`config.mk`:
```
export PLATFORM = sky130hd
export DESIGN_NAME = rbm_ram
export DESIGN_NICKNAME = d
export VERILOG_FILES = /design/src/hw/rtl/rbm_ram.sv
export SDC_FILE = /design/constraint.sdc
export NUM_CORES = 2
export LEC_CHECK = 0
export BUFFER_PORTS_ARGS = -buffer_cell sky130_fd_sc_hd__buf_2
export CORE_ASPECT_RATIO = 0.6
export CORE_MARGIN = 10
export CORE_UTILIZATION = 30
export CTS_CLUSTER_DIAMETER = 120
export DETAILED_ROUTE_END_ITERATION = 16
export HOLD_SLACK_MARGIN = 0.02
export PLACE_DENSITY = 0.43
export SLEW_MARGIN = 20
export SYNTH_ARGS = -nofsm -noshare
export SYNTH_HDL_FRONTEND = slang
export SYNTH_SLANG_ARGS = --single-unit
```
`constraint.sdc`:
```
create_clock -name i_clk -period 2.4 [get_ports i_clk]
set_input_delay 0.12 -clock i_clk [delete_from_list [all_inputs] [get_ports i_clk]]
set_output_delay 0.12 -clock i_clk [all_outputs]
set_load 0.01 [all_outputs]
```
`src/hw/rtl/rbm_ram.sv`:
```
module rbm_ram #(
    parameter int WIDTH = 8,
    parameter int DEPTH = 256
) (
    input  logic                     i_clk,
    input  logic                     i_we,
    input  logic [$clog2(DEPTH)-1:0] i_waddr,
    input  logic [WIDTH-1:0]         i_wdata,
    input  logic [$clog2(DEPTH)-1:0] i_raddr,
    output logic [WIDTH-1:0]         o_rdata
);
    logic [WIDTH-1:0] r_mem [DEPTH];
    logic [WIDTH-1:0] r_rdata;

    always_ff @(posedge i_clk) begin
        if (i_we) begin
            r_mem[i_waddr] <= i_wdata;
        end
        r_rdata <= r_mem[i_raddr];
    end

    assign o_rdata = r_rdata;
endmodule

```
* Yosys cells after proc, flatten, opt, wreduce, memory -nomap -nowiden
Memories as Yosys holds them, arrays and structs flattened. A register that Yosys moved wholly into a read port is not among the register bits.
Index checks and enable logic that the tools add are counted.
W data, S select, Z words.
** Storage, ports and cells
- Flip-flop bits (word level) :: 0
- RAM bits :: 2048
- Input port bits :: 26
- Logic and storage cells :: 3
- Memories :: 1
** Memories
- r_mem :: depth 256, bits a word 8, rd ports 1, clocked after Yosys merged registers in 1, write ports 1, RTL line 12 : logic [WIDTH-1:0] r_mem [DEPTH];
** Cells by class
- Multiplexer cells :: 2
** Operators with widths (number)
- $mux W1 :: 2

* Logic depth before layout (Yosys ltp)
- Depth after elaboration :: 2
- Depth in mapped cells :: 11
- Gate-level depth less buffers :: 6

* Worst setup path after synthesis
Ideal clock, no wire load.
- Path kind :: input port to flip-flop
- Start point :: in i_raddr[0]
- End point :: reg r_rdata[2] (netlist: o_rdata[2]), read port of r_mem
- Setup time :: 0.131 ns
- Arrival :: 1.927 ns
- Required time :: 2.269 ns
- Path slack :: 0.342 ns
- Cell stages on the path :: 9
- Buffers on the path :: 4
- Cells stage by stage :: buf_6 > buf_12 > buf_8 > buf_2 > mux4_2 > a22oi_1 > a21oi_1 > nor4_1 > nor4_2
** RTL lines
- start, declared :: RTL line 9 : input logic [$clog2(DEPTH)-1:0] i_raddr,
- end, declared :: RTL line 13 : logic [WIDTH-1:0] r_rdata;

==> reports/metrics.cfg <==
[setup_path]
crit_fanout=1
path_class=reg -> reg
r2r_cells=7
cp.required_ps=3090
worstPathArrival_ps=3070
reg2reg_slack_ps=20
cp-end-kind=register
critPathLaunch=r_mem[142][0]
r2r_end=o_rdata[0]
start_kind=register
r2r-start=r_mem[142][0]
crit_end=o_rdata[0]

[cells_and_area]
drive_above_1_share_pct=33.6
final_common_cell=edfxtp_1
syn2layout_area_growth_pct=20.9
fillers=24400
fin_nets=4512
fin_util_pct=36.5
mostFrequentLayoutCells=edfxtp_1, buf_4, mux4_2

[clocking]
cts_buffers=195
cts_sinks=2056
clk_pin_slew_ps=70
clockRootBuffer=clkbuf_16
clk_latency_ps=850
cts_buffer_depth=4
cts_tree=done
postCtsSetupBuffers=0
htree_levels=4

[grt]
grt_antenna_before_repair=24
grt_max_degree=81
track_usage_pct=16.6
grt.overflow.total=0
grt_pass1_vias=41400
grt_pass1_wl_mm=340

[sta]
setup_viol=0
fmax_mhz=420
slew_headroom_pct=28.0
worst_hold_slack_ps=133
fin_crit_ps=2380
tightest_slew_ps=1080
slew_viol_final=0
period_share_pct=99.3
rsz0062_at_grt=yes
skew_ps=24.6
hold_violations=0

[pwr]
seq_power_share_pct=52.8
irDropWorstVdd_v=0.000535
p_comb_share_pct=6.2
swShare_pct=22.0
p_switching_uw=16500
power_density_mw_per_mm2=779
power.internal_uw=58400
clkPwrFrac_pct=40.9
leakagePower_uw=0.0307

[yosys]
synth_top_cell_area_share_pct=77.3
avgSynthCellArea_sq_um=21.3
ys_types=55
netlist_instances=3733
netlist_area_sq_mm=0.0796
ys_ff_latch=2056
yosys_warnings=0
seq_area_frac_synth_pct=77.5
synth.net_count=3759
synth_top_cell_by_area=edfxtp_1
synth_flop_cell=edfxtp_1
synth_edf_count=2048
async_reset_ff_share_pct=0
netlist_top_cells_area=edfxtp_1, mux4_2, mux2i_1

[drt]
viasPerCell=5.06
first_iter_violations=5116
vias=41400
wl_mm=244
wl_per_cell_um=29.8
first_pass_iters=5
drc=0
ant_nets=0

[flow_run]
drv_cap=0

[floorplan]
initial_core_util_pct=30.2
die_width_um=685
fp.dieH_um=419
rows=146
coreArea_sq_mm=0.264
dieArea_sq_mm=0.287
io_pins=34

[status]
status=complete, no violations

[placed_design]
finalWeightedCongestion=0.821
post-dp-hpwl_mm=165
portBuffers=33

[worst_hold_path]
hold_depth=4
min_path_type=in -> reg

logic make-up after synthesis:
group | count (synthesis) | synth area share (%)
AO/OA/AOI/OAI | 385 | 3.42
buffers and inverters | 235 | 1.83
flip-flops | 2056 | 77.5
multiplexers | 591 | 14.6
AND/OR/NAND/NOR | 466 | 2.63
layout make-up:
class	count	area, sq um	share of cell area, %
diodes	2	5.00	0.00520
clock buffers	235	5110	5.32
clock inverters	112	973	1.01
inverters	2	7.51	0.00780
multi-input cells	1442	16800	17.5
flip-flops and latches	2056	61700	64.1
well taps	3552	4440	4.62
repair buffers	789	7190	7.48
state kept, by name, indices dropped and copies added (netlist names):
| register | count |
|---|---|
| o_rdata | 8 |
| r_mem | 2048 |
how the worst min path moves through the flow:
stage	slack (ps)	end	start
detailed placement	550	r_mem[77][5]	i_wdata[5]
finish	130	r_mem[46][6]	i_waddr[2]
CTS	50	r_mem[46][6]	i_waddr[2]
floorplan	220	r_mem[0][0]	i_wdata[0]
global route	100	r_mem[46][6]	i_waddr[2]
global placement	540	r_mem[79][5]	i_wdata[5]
power by group through the flow:
stage                     logic (uW)  registers (uW)  clock network, uW
after floorplan                 1920           40400                  0
after global placement          4630           40400                  0
after detailed placement        4650           40400                  0
after CTS                       4720           39600              31400
after global routing            4930           39600              33000
final                           4670           39600              30700
routing by layer:
| metal | wire (um) | track usage, % | vias up |
|---|---|---|---|
| met2 | 98300 | 22.4 | 1487 |
| met4 | 3190 | 2.47 | 4 |
| met1 | 124000 | 27.4 | 22500 |
| met3 | 18600 | 3.39 | 238 |
| met5 | 55 | 0 | - |
| li1 | - | - | 17200 |
worst max-delay path, stage by stage, from the launching register on:
cell	delay (ps)
edfxtp_1	410
mux4_2	520
mux4_2	490
nor2_2	110
a2111oi_1	80
nor3_4	420
buf_4	180
nor4_2	40
through the flow:
| step | cell area (sq um) | setup TNS (ps) | setup WS [ps] | total power (uW) | instances |
|---|---|---|---|---|---|
| detailed placement | 89800 | -6920 | -1120 | 45100 | 7831 |
| global placement | 89700 | -9170 | -1620 | 45000 | 7829 |
| global route | 96200 | -50.2 | -32.8 | 77500 | 8188 |
| floorplan | 79600 | 0 | 342 | 42300 | 3733 |
| finish | 96200 | 0 | 17.8 | 75000 | 8190 |
| CTS | 96100 | 0 | 5.91 | 75700 | 8190 |
timing repair:
item / CTS / global route
pin swaps: 3 / 12
resized for setup: 24 / 19
hold endpoints to repair: 1593 / 0
setup endpoints to repair: 8 / 7
hold buffers: 13 / 0
synth_stat cells (3+ instances only):
master    number
nand2b_1       8
o22ai_1       28
a211oi_1      16
mux2i_1      134
buf_6         21
buf_4         27
clkbuf_1     111
nor2_1       282
nor4_2         3
buf_2         31
nand4_1       10
o22a_1         5
o211ai_1      10
buf_12         8
nand2_1       33
buf_8         13
a221oi_1      13
a21oi_1       96
o32ai_1        4
nand3_1       34
a22o_1         8
o221ai_1      46
dfxtp_1        8
mux4_2       454
and2_1         6
o21ai_0       10
or2_2          4
nor3_1        22
edfxtp_1    2048
buf_1         22
nor2b_1       31
a22oi_1      133
nor4_1        24
Note: power is estimated with default switching activity, not from simulation.
